`config.mk`:
```
export PLATFORM = sky130hd
export DESIGN_NAME = ir_sample_to_distance_interp
export DESIGN_NICKNAME = d
export VERILOG_FILES = /design/src/rtl/irdi_pkg.sv /design/src/rtl/ir_sample_to_distance_interp.sv /design/src/rtl/irdi_divider.sv
export SDC_FILE = /design/constraint.sdc
export NUM_CORES = 2
export LEC_CHECK = 0
export BUFFER_PORTS_ARGS = -buffer_cell sky130_fd_sc_hd__buf_2
export CORE_ASPECT_RATIO = 0.75
export CORE_MARGIN = 3
export CORE_UTILIZATION = 60
export DETAILED_ROUTE_END_ITERATION = 8
export PLACE_DENSITY = 0.84
export SLEW_MARGIN = 10
export SYNTH_ARGS = -nofsm -noshare
export SYNTH_HDL_FRONTEND = slang
export SYNTH_SLANG_ARGS = --single-unit
```
`constraint.sdc`:
```
create_clock -name clock -period 34.4 [get_ports clock]
set_clock_uncertainty 0.15 [all_clocks]
set_input_delay 1.72 -clock clock [delete_from_list [all_inputs] [get_ports clock]]
set_output_delay 1.72 -clock clock [all_outputs]
set_load 0.05 [all_outputs]
```
`src/rtl/irdi_pkg.sv`:
```
// Package for the IR sample to distance converter.
// Holds the word types and operation codes; no dependencies.
package irdi_pkg;

   localparam int READING_W   = 10;
   localparam int DISTANCE_W  = 8;
   localparam int INDEX_W     = 4;
   localparam int SENSOR_W    = 3;
   localparam int MASK_W      = 8;

   typedef enum logic {
      OP_LOAD    = 1'b0,
      OP_CONVERT = 1'b1
   } op_type;

   // how a convert word resolves against the table
   typedef enum logic [1:0] {
      KIND_NONE    = 2'd0,
      KIND_FIRST   = 2'd1,
      KIND_LAST    = 2'd2,
      KIND_SEGMENT = 2'd3
   } kind_type;

   typedef struct packed {
      op_type                 op;
      logic [INDEX_W-1:0]     point_index;
      logic [READING_W-1:0]   point_reading;
      logic [DISTANCE_W-1:0]  point_distance;
      logic [SENSOR_W-1:0]    sensor_index;
      logic [READING_W-1:0]   sample_value;
   } req_type;

   typedef struct packed {
      logic [DISTANCE_W-1:0]  distance_cm;
      logic [SENSOR_W-1:0]    sensor_echo;
   } rsp_type;

endpackage

```
`src/rtl/ir_sample_to_distance_interp.sv`:
```
// IR sample to distance converter, piecewise linear over a loaded table.
// Accepts one word per cycle while the output is not stalled by rsp_ready.
// The segment search compares all points in parallel; the divider has one
// stage per quotient bit. Load words write the table at the first stage.
// Reset (synchronous): clears valid bits and the enable mask; table undefined.
module ir_sample_to_distance_interp
   import irdi_pkg::*;
#(
   parameter int POINTS      = 12,
   parameter int SENSORS     = 8,
   parameter int SAMPLE_BITS = 10
) (
   input  logic                clock,
   input  logic                reset,
   input  logic                req_valid,
   output logic                req_ready,
   input  req_type             req_data,
   output logic                rsp_valid,
   input  logic                rsp_ready,
   output rsp_type             rsp_data,
   input  logic                csr_write,
   input  logic [MASK_W-1:0]   csr_data
);

   localparam int PI_W  = $clog2(POINTS);
   localparam int NUM_W = SAMPLE_BITS + DISTANCE_W;
   localparam int SIDE_W = 2 + 1 + DISTANCE_W + SENSOR_W;

   logic [MASK_W-1:0]      mask_ff;
   logic [SAMPLE_BITS-1:0] rd_mem [POINTS];
   logic [DISTANCE_W-1:0]  ds_mem [POINTS];

   logic advance;
   logic out_valid;
   rsp_type out_ff;
   logic out_full_ff;
   assign advance   = !out_full_ff || rsp_ready;
   assign req_ready = advance;

   logic [SAMPLE_BITS-1:0] sample;
   assign sample = SAMPLE_BITS'(req_data.sample_value);

   always_ff @(posedge clock) begin
      if (reset) begin
         mask_ff <= '0;
      end else if (csr_write) begin
         mask_ff <= csr_data;
      end
      if (req_valid && req_ready && req_data.op == OP_LOAD
          && 32'(req_data.point_index) < POINTS) begin
         rd_mem[PI_W'(req_data.point_index)] <=
            SAMPLE_BITS'(req_data.point_reading);
         ds_mem[PI_W'(req_data.point_index)] <= req_data.point_distance;
      end
   end

   // stage 1: compare against every point, pick last matching segment
   logic                   s1_valid_ff;
   logic [SAMPLE_BITS-1:0] s1_sample_ff;
   logic [SENSOR_W-1:0]    s1_sensor_ff;
   logic                   s1_en_ff;
   kind_type               s1_kind_ff;
   logic [PI_W-1:0]        s1_seg_ff;
   kind_type               kind_in;
   logic [PI_W-1:0]        seg_in;
   logic                   en_in;

   always_comb begin
      kind_in = KIND_NONE;
      seg_in  = '0;
      for (int i = 0; i < POINTS-1; i++) begin
         if (sample < rd_mem[i] && sample >= rd_mem[i+1]) begin
            kind_in = KIND_SEGMENT;
            seg_in  = PI_W'(i);
         end
      end
      if (sample < rd_mem[POINTS-1]) kind_in = KIND_LAST;
      if (sample >= rd_mem[0])       kind_in = KIND_FIRST;
      en_in = 32'(req_data.sensor_index) < SENSORS
              && mask_ff[req_data.sensor_index];
   end

   always_ff @(posedge clock) begin
      if (reset) begin
         s1_valid_ff <= 1'b0;
      end else if (advance) begin
         s1_valid_ff <= req_valid && req_data.op == OP_CONVERT;
      end
      if (advance) begin
         s1_sample_ff <= sample;
         s1_sensor_ff <= req_data.sensor_index;
         s1_en_ff     <= en_in;
         s1_kind_ff   <= kind_in;
         s1_seg_ff    <= seg_in;
      end
   end

   // stage 2: fetch segment endpoints, form magnitudes
   logic                   s2_valid_ff;
   logic [SENSOR_W-1:0]    s2_sensor_ff;
   logic                   s2_en_ff;
   kind_type               s2_kind_ff;
   logic [SAMPLE_BITS-1:0] s2_dr_ff;     // r[i] - sample
   logic [SAMPLE_BITS-1:0] s2_den_ff;    // r[i] - r[i+1]
   logic [DISTANCE_W-1:0]  s2_dd_ff;     // |d[i+1] - d[i]|
   logic                   s2_neg_ff;
   logic [DISTANCE_W-1:0]  s2_base_ff;

   always_ff @(posedge clock) begin
      if (reset) begin
         s2_valid_ff <= 1'b0;
      end else if (advance) begin
         s2_valid_ff <= s1_valid_ff;
      end
      if (advance) begin
         s2_sensor_ff <= s1_sensor_ff;
         s2_en_ff     <= s1_en_ff;
         s2_kind_ff   <= s1_kind_ff;
         s2_dr_ff     <= rd_mem[s1_seg_ff] - s1_sample_ff;
         s2_den_ff    <= rd_mem[s1_seg_ff] - rd_mem[PI_W'(s1_seg_ff + 1'b1)];
         s2_neg_ff    <= ds_mem[PI_W'(s1_seg_ff + 1'b1)] < ds_mem[s1_seg_ff];
         s2_dd_ff     <= (ds_mem[PI_W'(s1_seg_ff + 1'b1)] < ds_mem[s1_seg_ff])
                         ? ds_mem[s1_seg_ff] - ds_mem[PI_W'(s1_seg_ff + 1'b1)]
                         : ds_mem[PI_W'(s1_seg_ff + 1'b1)] - ds_mem[s1_seg_ff];
         case (s1_kind_ff)
            KIND_FIRST: s2_base_ff <= ds_mem[0];
            KIND_LAST:  s2_base_ff <= ds_mem[POINTS-1];
            default:    s2_base_ff <= ds_mem[s1_seg_ff];
         endcase
      end
   end

   // stage 3: multiply; quotient sign follows d[i+1]-d[i] since (s-r)/(rb-ra) = dr/den
   logic                   s3_valid_ff;
   logic [NUM_W-1:0]       s3_num_ff;
   logic [SAMPLE_BITS-1:0] s3_den_ff;
   logic [SIDE_W-1:0]      s3_side_ff;

   always_ff @(posedge clock) begin
      if (reset) begin
         s3_valid_ff <= 1'b0;
      end else if (advance) begin
         s3_valid_ff <= s2_valid_ff;
      end
      if (advance) begin
         s3_num_ff  <= NUM_W'(s2_dr_ff) * NUM_W'(s2_dd_ff);
         s3_den_ff  <= (s2_kind_ff == KIND_SEGMENT) ? s2_den_ff : SAMPLE_BITS'(1);
         s3_side_ff <= {s2_kind_ff, s2_neg_ff, s2_base_ff, s2_sensor_ff} &
                       {SIDE_W{1'b1}} & ({SIDE_W{1'b1}} ^ {SIDE_W{1'b0}})
                       & {{(SIDE_W-SENSOR_W){s2_en_ff}}, {SENSOR_W{1'b1}}};
      end
   end

   logic              dv_valid;
   logic [NUM_W-1:0]  dv_quot;
   logic [SIDE_W-1:0] dv_side;

   irdi_divider #(.NUM_W(NUM_W), .DEN_W(SAMPLE_BITS), .SIDE_W(SIDE_W)) u_div (
      .clock     (clock),
      .reset     (reset),
      .advance   (advance),
      .in_valid  (s3_valid_ff),
      .in_num    (s3_num_ff),
      .in_den    (s3_den_ff),
      .in_side   (s3_side_ff),
      .out_valid (dv_valid),
      .out_quot  (dv_quot),
      .out_side  (dv_side)
   );

   assign out_valid = dv_valid;

   // final: apply sign, clamp to 0..255; disabled words carry kind none
   kind_type              f_kind;
   logic                  f_neg;
   logic [DISTANCE_W-1:0] f_base;
   logic [NUM_W+1:0]      f_sum;
   logic [DISTANCE_W-1:0] f_dist;

   always_comb begin
      f_kind = kind_type'(dv_side[SIDE_W-1 -: 2]);
      f_neg  = dv_side[DISTANCE_W+SENSOR_W];
      f_base = dv_side[SENSOR_W +: DISTANCE_W];
      f_sum  = f_neg ? (NUM_W+2)'(f_base) - (NUM_W+2)'(dv_quot)
                     : (NUM_W+2)'(f_base) + (NUM_W+2)'(dv_quot);
      case (f_kind) inside
         KIND_FIRST, KIND_LAST: f_dist = f_base;
         KIND_SEGMENT: begin
            if (f_sum[NUM_W+1])             f_dist = '0;
            else if (f_sum > (NUM_W+2)'(255)) f_dist = '1;
            else                            f_dist = f_sum[DISTANCE_W-1:0];
         end
         default:    f_dist = '0;
      endcase
   end

   always_ff @(posedge clock) begin
      if (reset) begin
         out_full_ff <= 1'b0;
      end else if (advance) begin
         out_full_ff <= out_valid;
      end
      if (advance) begin
         out_ff.distance_cm <= f_dist;
         out_ff.sensor_echo <= dv_side[SENSOR_W-1:0];
      end
   end

   assign rsp_valid = out_full_ff;
   assign rsp_data  = out_ff;

   a_hold: assert property (@(posedge clock) disable iff (reset)
      rsp_valid && !rsp_ready |=> rsp_valid && $stable(rsp_data))
      else $error("result word dropped under stall");
   a_ready: assert property (@(posedge clock) disable iff (reset)
      !rsp_valid |-> req_ready)
      else $error("input stalled with empty output");
   a_load_silent: assert property (@(posedge clock) disable iff (reset)
      req_valid && req_ready && req_data.op == OP_LOAD |=> !s1_valid_ff)
      else $error("load word entered convert pipe");

endmodule

```
`src/rtl/irdi_divider.sv`:
```
// Pipelined restoring divider, one quotient bit per stage.
// Carries a side word alongside; imports irdi_pkg but takes its widths from parameters.
module irdi_divider
   import irdi_pkg::*;
#(
   parameter int NUM_W  = 18,
   parameter int DEN_W  = 10,
   parameter int SIDE_W = 16
) (
   input  logic              clock,
   input  logic              reset,
   input  logic              advance,
   input  logic              in_valid,
   input  logic [NUM_W-1:0]  in_num,
   input  logic [DEN_W-1:0]  in_den,
   input  logic [SIDE_W-1:0] in_side,
   output logic              out_valid,
   output logic [NUM_W-1:0]  out_quot,
   output logic [SIDE_W-1:0] out_side
);

   logic              valid_ff [1:NUM_W];
   logic [NUM_W-1:0]  quot_ff  [1:NUM_W];
   logic [DEN_W:0]    rem_ff   [1:NUM_W];
   logic [NUM_W-1:0]  num_ff   [1:NUM_W];
   logic [DEN_W-1:0]  den_ff   [1:NUM_W];
   logic [SIDE_W-1:0] side_ff  [1:NUM_W];

   for (genvar k = 0; k < NUM_W; k++) begin : g_stage
      logic              cur_valid;
      logic [NUM_W-1:0]  cur_quot;
      logic [DEN_W:0]    cur_rem;
      logic [NUM_W-1:0]  cur_num;
      logic [DEN_W-1:0]  cur_den;
      logic [SIDE_W-1:0] cur_side;
      logic [DEN_W+1:0]  trial;
      logic [DEN_W:0]    rem_in;
      logic              bit_in;
      if (k == 0) begin : g_first
         assign cur_valid = in_valid;
         assign cur_quot  = '0;
         assign cur_rem   = '0;
         assign cur_num   = in_num;
         assign cur_den   = in_den;
         assign cur_side  = in_side;
      end else begin : g_next
         assign cur_valid = valid_ff[k];
         assign cur_quot  = quot_ff[k];
         assign cur_rem   = rem_ff[k];
         assign cur_num   = num_ff[k];
         assign cur_den   = den_ff[k];
         assign cur_side  = side_ff[k];
      end
      always_comb begin
         trial  = {cur_rem, cur_num[NUM_W-1-k]};
         bit_in = trial >= {2'b00, cur_den};
         rem_in = bit_in ? (DEN_W+1)'(trial - {2'b00, cur_den}) : trial[DEN_W:0];
      end
      always_ff @(posedge clock) begin
         if (reset) begin
            valid_ff[k+1] <= 1'b0;
         end else if (advance) begin
            valid_ff[k+1] <= cur_valid;
         end
         if (advance) begin
            quot_ff[k+1] <= cur_quot | (NUM_W'(bit_in) << (NUM_W-1-k));
            rem_ff[k+1]  <= rem_in;
            num_ff[k+1]  <= cur_num;
            den_ff[k+1]  <= cur_den;
            side_ff[k+1] <= cur_side;
         end
      end
   end

   assign out_valid = valid_ff[NUM_W];
   assign out_quot  = quot_ff[NUM_W];
   assign out_side  = side_ff[NUM_W];

endmodule
```
**After elaboration in Yosys (flattened, before gate mapping)**

Memories as Yosys holds them, arrays and structs flattened. A register that Yosys moved wholly into a read port is not among the register bits.
Cells that the tools add are included.

- Bits of input ports: 49
- Logic and storage cells: 239
- Output and inout bits: 13
- Memory bits (read-only): 0
- Memory bits (writable): 1512
- Bits in latches: 0
- Flip-flop bits (word level): 127
- Memories kept: 8

- Add/sub/neg operators: 25
- Div/mod/pow operators: 0
- $lt $le $gt $ge: 46
- Shift operators: 0
- $mul: 1
- Reduce and logical (&&, ||, !) cells: 19
- Equal/unequal tests: 6
- Mux-type cells: 74
- Bitwise logic cells: 37

Memories:

| name | words | bits a word | read ports | clocked after Yosys merged registers in | wr ports | line | RTL |
|---|---|---|---|---|---|---|---|
| u_div.num_ff | 18 | 18 | 17 | 0 | 18 | irdi_divider.sv:25 | `logic [NUM_W-1:0] num_ff [1:NUM_W];` |
| u_div.quot_ff | 18 | 18 | 18 | 0 | 18 | irdi_divider.sv:23 | `logic [NUM_W-1:0] quot_ff [1:NUM_W];` |
| u_div.side_ff | 18 | 14 | 18 | 0 | 18 | irdi_divider.sv:27 | `logic [SIDE_W-1:0] side_ff [1:NUM_W];` |
| u_div.rem_ff | 18 | 11 | 17 | 0 | 18 | irdi_divider.sv:24 | `logic [DEN_W:0] rem_ff [1:NUM_W];` |
| u_div.den_ff | 18 | 10 | 17 | 0 | 18 | irdi_divider.sv:26 | `logic [DEN_W-1:0] den_ff [1:NUM_W];` |
| rd_mem | 12 | 10 | 14 | 0 | 1 | ir_sample_to_distance_interp.sv:30 | `logic [SAMPLE_BITS-1:0] rd_mem [POINTS];` |
| +2 memories | n/a | n/a | n/a | n/a | n/a | n/a |  |

Operators by type and width:

| kind | number |
|---|---|
| greater-or-equal comparator 12 x 10 -> 1 bit | 17 |
| 2-to-1 mux 11 bit | 18 |
| subtractor 11 x 10 -> 11 bit | 17 |
| greater-or-equal comparator 10 bit | 12 |
| less-than comparator 10 bit | 12 |
| 2-to-1 mux 8 bit | 5 |
| 2-to-1 mux 2 bit | 16 |
| 2-to-1 mux 1 bit | 28 |
| > comparator 20 x 8 -> 1 bit (second input constant) | 1 |
| 2-to-1 mux 20 bit | 1 |
| subtractor 10 bit | 2 |
| adder 8 x 18 -> 19 bit | 1 |
| subtractor 8 x 18 -> 19 bit | 1 |
| multiplier 10 x 8 -> 18 bit | 1 |
| OR 1 bit | 18 |
| OR 18 x 1 -> 18 bit | 1 |
| OR 18 x 10 -> 18 bit | 1 |
| OR 18 x 11 -> 18 bit | 1 |
| OR 18 x 12 -> 18 bit | 1 |
| OR 18 x 13 -> 18 bit | 1 |
| OR 18 x 14 -> 18 bit | 1 |
| OR 18 x 15 -> 18 bit | 1 |
| OR 18 x 16 -> 18 bit | 1 |
| OR 18 x 17 -> 18 bit | 1 |
| 28 further kinds | 49 |

**Depth between registers and ports, before layout**

An unclocked memory read counts as a cell.

- Depth after elaboration: 15
- Depth in mapped cells: 20
- Gate-level depth less buffers: 17

**Modules after synthesis**

From an unflattened synthesis, not the netlist that was laid out.

- Cells, all modules: 4362
- Area, all modules: 63674.8 um^2

By module, submodules not included:

| module | area an instance (um^2) | seq. area each (um^2) | cells an instance | instances |
|---|---|---|---|---|
| irdi_divider | 39197.6 | 28557.4 | 2427 | 1 |
| ir_sample_to_distance_interp | 24477.2 | 11410.9 | 1935 | 1 |

**Least setup slack after synthesis**

OpenSTA, ideal clock, no wires.

- Kind: input port to flip-flop
- From: input port rsp_ready
- To: memory ds_mem[8][0] (enable)
- Setup time: 0.416 ns
- Setup slack: 7.679 ns
- Arrival: 26.155 ns
- Data required time: 33.834 ns
- Buffers on the path: 0
- Stages on the path: 5
- Cells stage by stage: nor2b_1 > inv_1 > nand3b_1 > or3b_2 > nor3_1

- Word-level cells in the longest chain between the ends: 6

Ends and longest elaborated chain:

| item | line | RTL |
|---|---|---|
| start, declared | ir_sample_to_distance_interp.sv:19 | `input logic rsp_ready,` |
| logical OR 1 bit | ir_sample_to_distance_interp.sv:37 | `assign advance = !out_full_ff \|\| rsp_ready;` |
| named net req_ready | ir_sample_to_distance_interp.sv:16 | `output logic req_ready,` |
| logical AND 1 bit (2 in series) | ir_sample_to_distance_interp.sv:49 | `if (req_valid && req_ready && req_data.op == OP_LOAD` |
| logical AND 1 bit | ir_sample_to_distance_interp.sv:50 | `&& 32'(req_data.point_index) < POINTS) begin` |
| 2-to-1 mux 1 bit | ir_sample_to_distance_interp.sv:49 |  |
| 2-to-1 mux 1 bit (not written as such) | ir_sample_to_distance_interp.sv:53 | `ds_mem[PI_W'(req_data.point_index)] <= req_data.point_distance;` |
| end, declared | ir_sample_to_distance_interp.sv:31 | `logic [DISTANCE_W-1:0] ds_mem [POINTS];` |

The timed path passes the listed nets, and every way through them passes these cells.

==> impl_metrics.py <==
metrics = {
    "placement": {
        "portBuffers": 61,
        "gp_congestion": 0.898,
        "pre_cts_slack_ps": 27150,
        "dp_hpwl_um": 80400,
    },
    "timing": {
        "timing.final.crit_share_pct": 18.8,
        "max_slew_margin_pct": 27.1,
        "setup_tns_ps": 0,
        "fmax_mhz": 155,
        "rsz0062_at_grt": "false",
        "worstMarginPinSlew_ps": 1090,
        "setup_viol": 0,
        "slew_viol_final": 0,
        "final-hold-violation-count": 0,
        "fin_crit_ps": 6450,
        "setup_slack_ps": 27950,
    },
    "clocking": {
        "clk_latency_ps": 730,
        "clk_pin_slew_ps": 70,
        "cts.sinks": 1335,
        "clk_path_buf_depth": 3,
        "post-cts-setup-buffers": 0,
        "cts_root_buf": "clkbuf_16",
        "h-tree-depth": 3,
        "ctsHoldBuffers": 0,
        "cts_tree": "done",
        "cts_buffers": 120,
        "cts_resized": 0,
    },
    "synthesis": {
        "async_flop_share_pct": 0,
        "synth.distinct_cells": 77,
        "synth_edf_count": 1323,
        "synthesis.instances": 4268,
        "yosysSeqAreaShare_pct": 63.4,
        "ys_ff_latch": 1335,
        "netlist_area_mm2": 0.0630,
        "ys_warn_count": 0,
        "avgSynthCellArea_um2": 14.8,
        "ys.flop_type": "edfxtp_1",
    },
    "hold_path": {
        "hold_depth": 0,
        "hp-class": "reg -> reg",
    },
    "finish": {
        "final_common_cell": "edfxtp_1",
        "nets": 4953,
        "num-fill-cells": 6646,
        "drive_gt1_share_pct": 12.6,
        "area_growth_pct": 9.90,
        "layout_common_cells": "1,323 x edfxtp_1, 508 x inv_1, 383 x ha_1, 172 x nor2_1, 146 x mux2_2",
    },
    "pwr": {
        "vdd_ir_drop_max_v": 0.000152,
        "p_leak_uw": 0.0277,
        "power_uw": 7340,
        "power_density_mw_per_mm2": 106,
    },
    "routing": {
        "detail-route-antenna-nets": 0,
        "drc": 0,
        "drt_first_iter_violations": 3415,
        "routedWlPerCell_um": 21.2,
        "vias": 35600,
        "drt_wl_total_um": 126000,
        "first_pass_iters": 8,
        "routed_via_density": 5.97,
    },
    "job": {
        "maxCapViolations": 0,
    },
    "grt": {
        "grt_use_total_pct": 23.1,
        "grt_max_degree": 202,
        "antenna_found_initial": 2,
        "grt_pass1_vias": 35600,
        "overflow": 0,
        "grt_pass1_wl_um": 198000,
    },
    "floorplan": {
        "ios": 62,
        "core_mm2": 0.104,
        "die_y_um": 287,
        "num_rows": 102,
        "die_w_um": 380,
        "start_util_pct": 60.7,
        "die-area_mm2": 0.109,
    },
    "worst_setup_path": {
        "start_kind": "primary input",
        "crit_arrival_ps": 6640,
        "reg2reg_depth": 15,
        "path_class": "in -> reg",
        "endpoint_kind": "flip-flop",
        "cp_max_fo": 87,
        "crit_required_ps": 34590,
    },
    "outcome": {
        "status": "complete, no violations",
    },
}
==> cell type report <==
class	count	area [um^2]	area share, %
Inverter	510	1920	2.77
Tap cell	1404	1760	2.54
Clock inverter	82	853	1.23
Clock buffer	140	3140	4.54
Antenna cell	1	2.50	0.00361
Timing Repair Buffer	100	636	0.918
Sequential cell	1335	40000	57.7
Multi-Input combinational cell	2383	21000	30.3
==> metal layers <==
layer	up-vias	global-route usage, %	part of all wire (%)
met5	-	0	0.010
met4	2	7.63	3.1
met3	274	4.30	7.8
met2	1515	37.4	48
met1	17500	31.9	41
li1	16300	-	-
==> worst max-delay path, cell delays in order <==
cell	delay (ps)
buf_2	80
nor2b_1	140
inv_8	360
buf_4	770
buf_4	930
buf_4	800
buf_4	830
buf_4	820
==> through the flow <==
stage	cell area (um^2)	utilization (%)	cells	hold WS, ps
floorplan	63200	-	4307	250
finish	69300	66.8	5955	250
detailed placement	65300	62.9	5732	255
global route	69300	66.8	5954	261
global placement	65300	62.9	5732	250
CTS	69300	66.8	5954	255
==> power breakdown <==
group	total, uW	leakage (uW)	switching, uW	internal [uW]
Clock	1370	0.00195	594	774
Sequential	2700	0.0141	228	2470
Combinational	3270	0.0117	1790	1480
==> cell families after synthesis <==
kind of cell	Yosys count	synth area share, %
adders and majority gates	454	9.85
muxes	381	8.72
AOI/OAI and AO/OA	588	6.09
DFF	1335	63.4
and+or+nand+nor	786	6.48
other	1	0.00595
buffers and inverters	589	3.59
xor gates and xnor gates	134	1.86
==> sequential cells by signal (all words and copies together), names as in the netlist, 4 cells and up <==
signal,count
u_div.valid_ff,18
s3_den_ff,10
ds_mem,96
u_div.num_ff,153
s2_den_ff,10
s3_side_ff,14
u_div.quot_ff,171
rd_mem,160
mask_ff,8
u_div.side_ff,252
rsp_data,11
u_div.den_ff,170
s2_base_ff,8
s1_seg_ff,4
s2_dr_ff,10
s1_sample_ff,10
s3_num_ff,18
u_div.rem_ff,187
s2_dd_ff,8
==> final timing paths <==
kind                                 from  slack (ps)                            end
min          u_div.num_ff[2][5]$_DFFE_PN_         250  u_div.num_ff[2][23]$_DFFE_PN_
min reg2reg  u_div.num_ff[2][5]$_DFFE_PN_         250  u_div.num_ff[2][23]$_DFFE_PN_
max reg2reg    s1_seg_ff[1]$_SDFFCE_PP1N_       28230         s2_den_ff[8]$_DFFE_PN_
max                             rsp_ready       27950  u_div.rem_ff[4][19]$_DFFE_PN_
==> Yosys cell counts (12+ instances only) <==
master	number	area share [%]
a211oi_1	18	0.21
a21boi_0	25	0.30
a21o_1	90	1.1
a21oi_1	133	1.1
a221oi_1	23	0.32
a31oi_1	39	0.39
and2_1	93	0.92
and3_1	33	0.33
buf_2	34	0.27
clkbuf_1	32	0.19
dfxtp_1	12	0.38
edfxtp_1	1323	63
fa_1	70	2.2
ha_1	384	7.6
inv_1	509	3.0
mux2_2	146	2.6
mux2i_1	115	1.8
mux4_2	120	4.3
nand2_1	139	0.83
nand2b_1	33	0.33
nand3_1	25	0.20
nand4_1	50	0.50
nor2_1	172	1.0
nor2b_1	87	0.86
nor3_1	78	0.62
nor4_1	24	0.24
o211a_1	15	0.24
o211ai_1	15	0.18
o21ai_0	142	1.1
or3_1	28	0.28
xnor2_1	79	1.1
xor2_1	55	0.76
(Power assumes the default switching activity.)
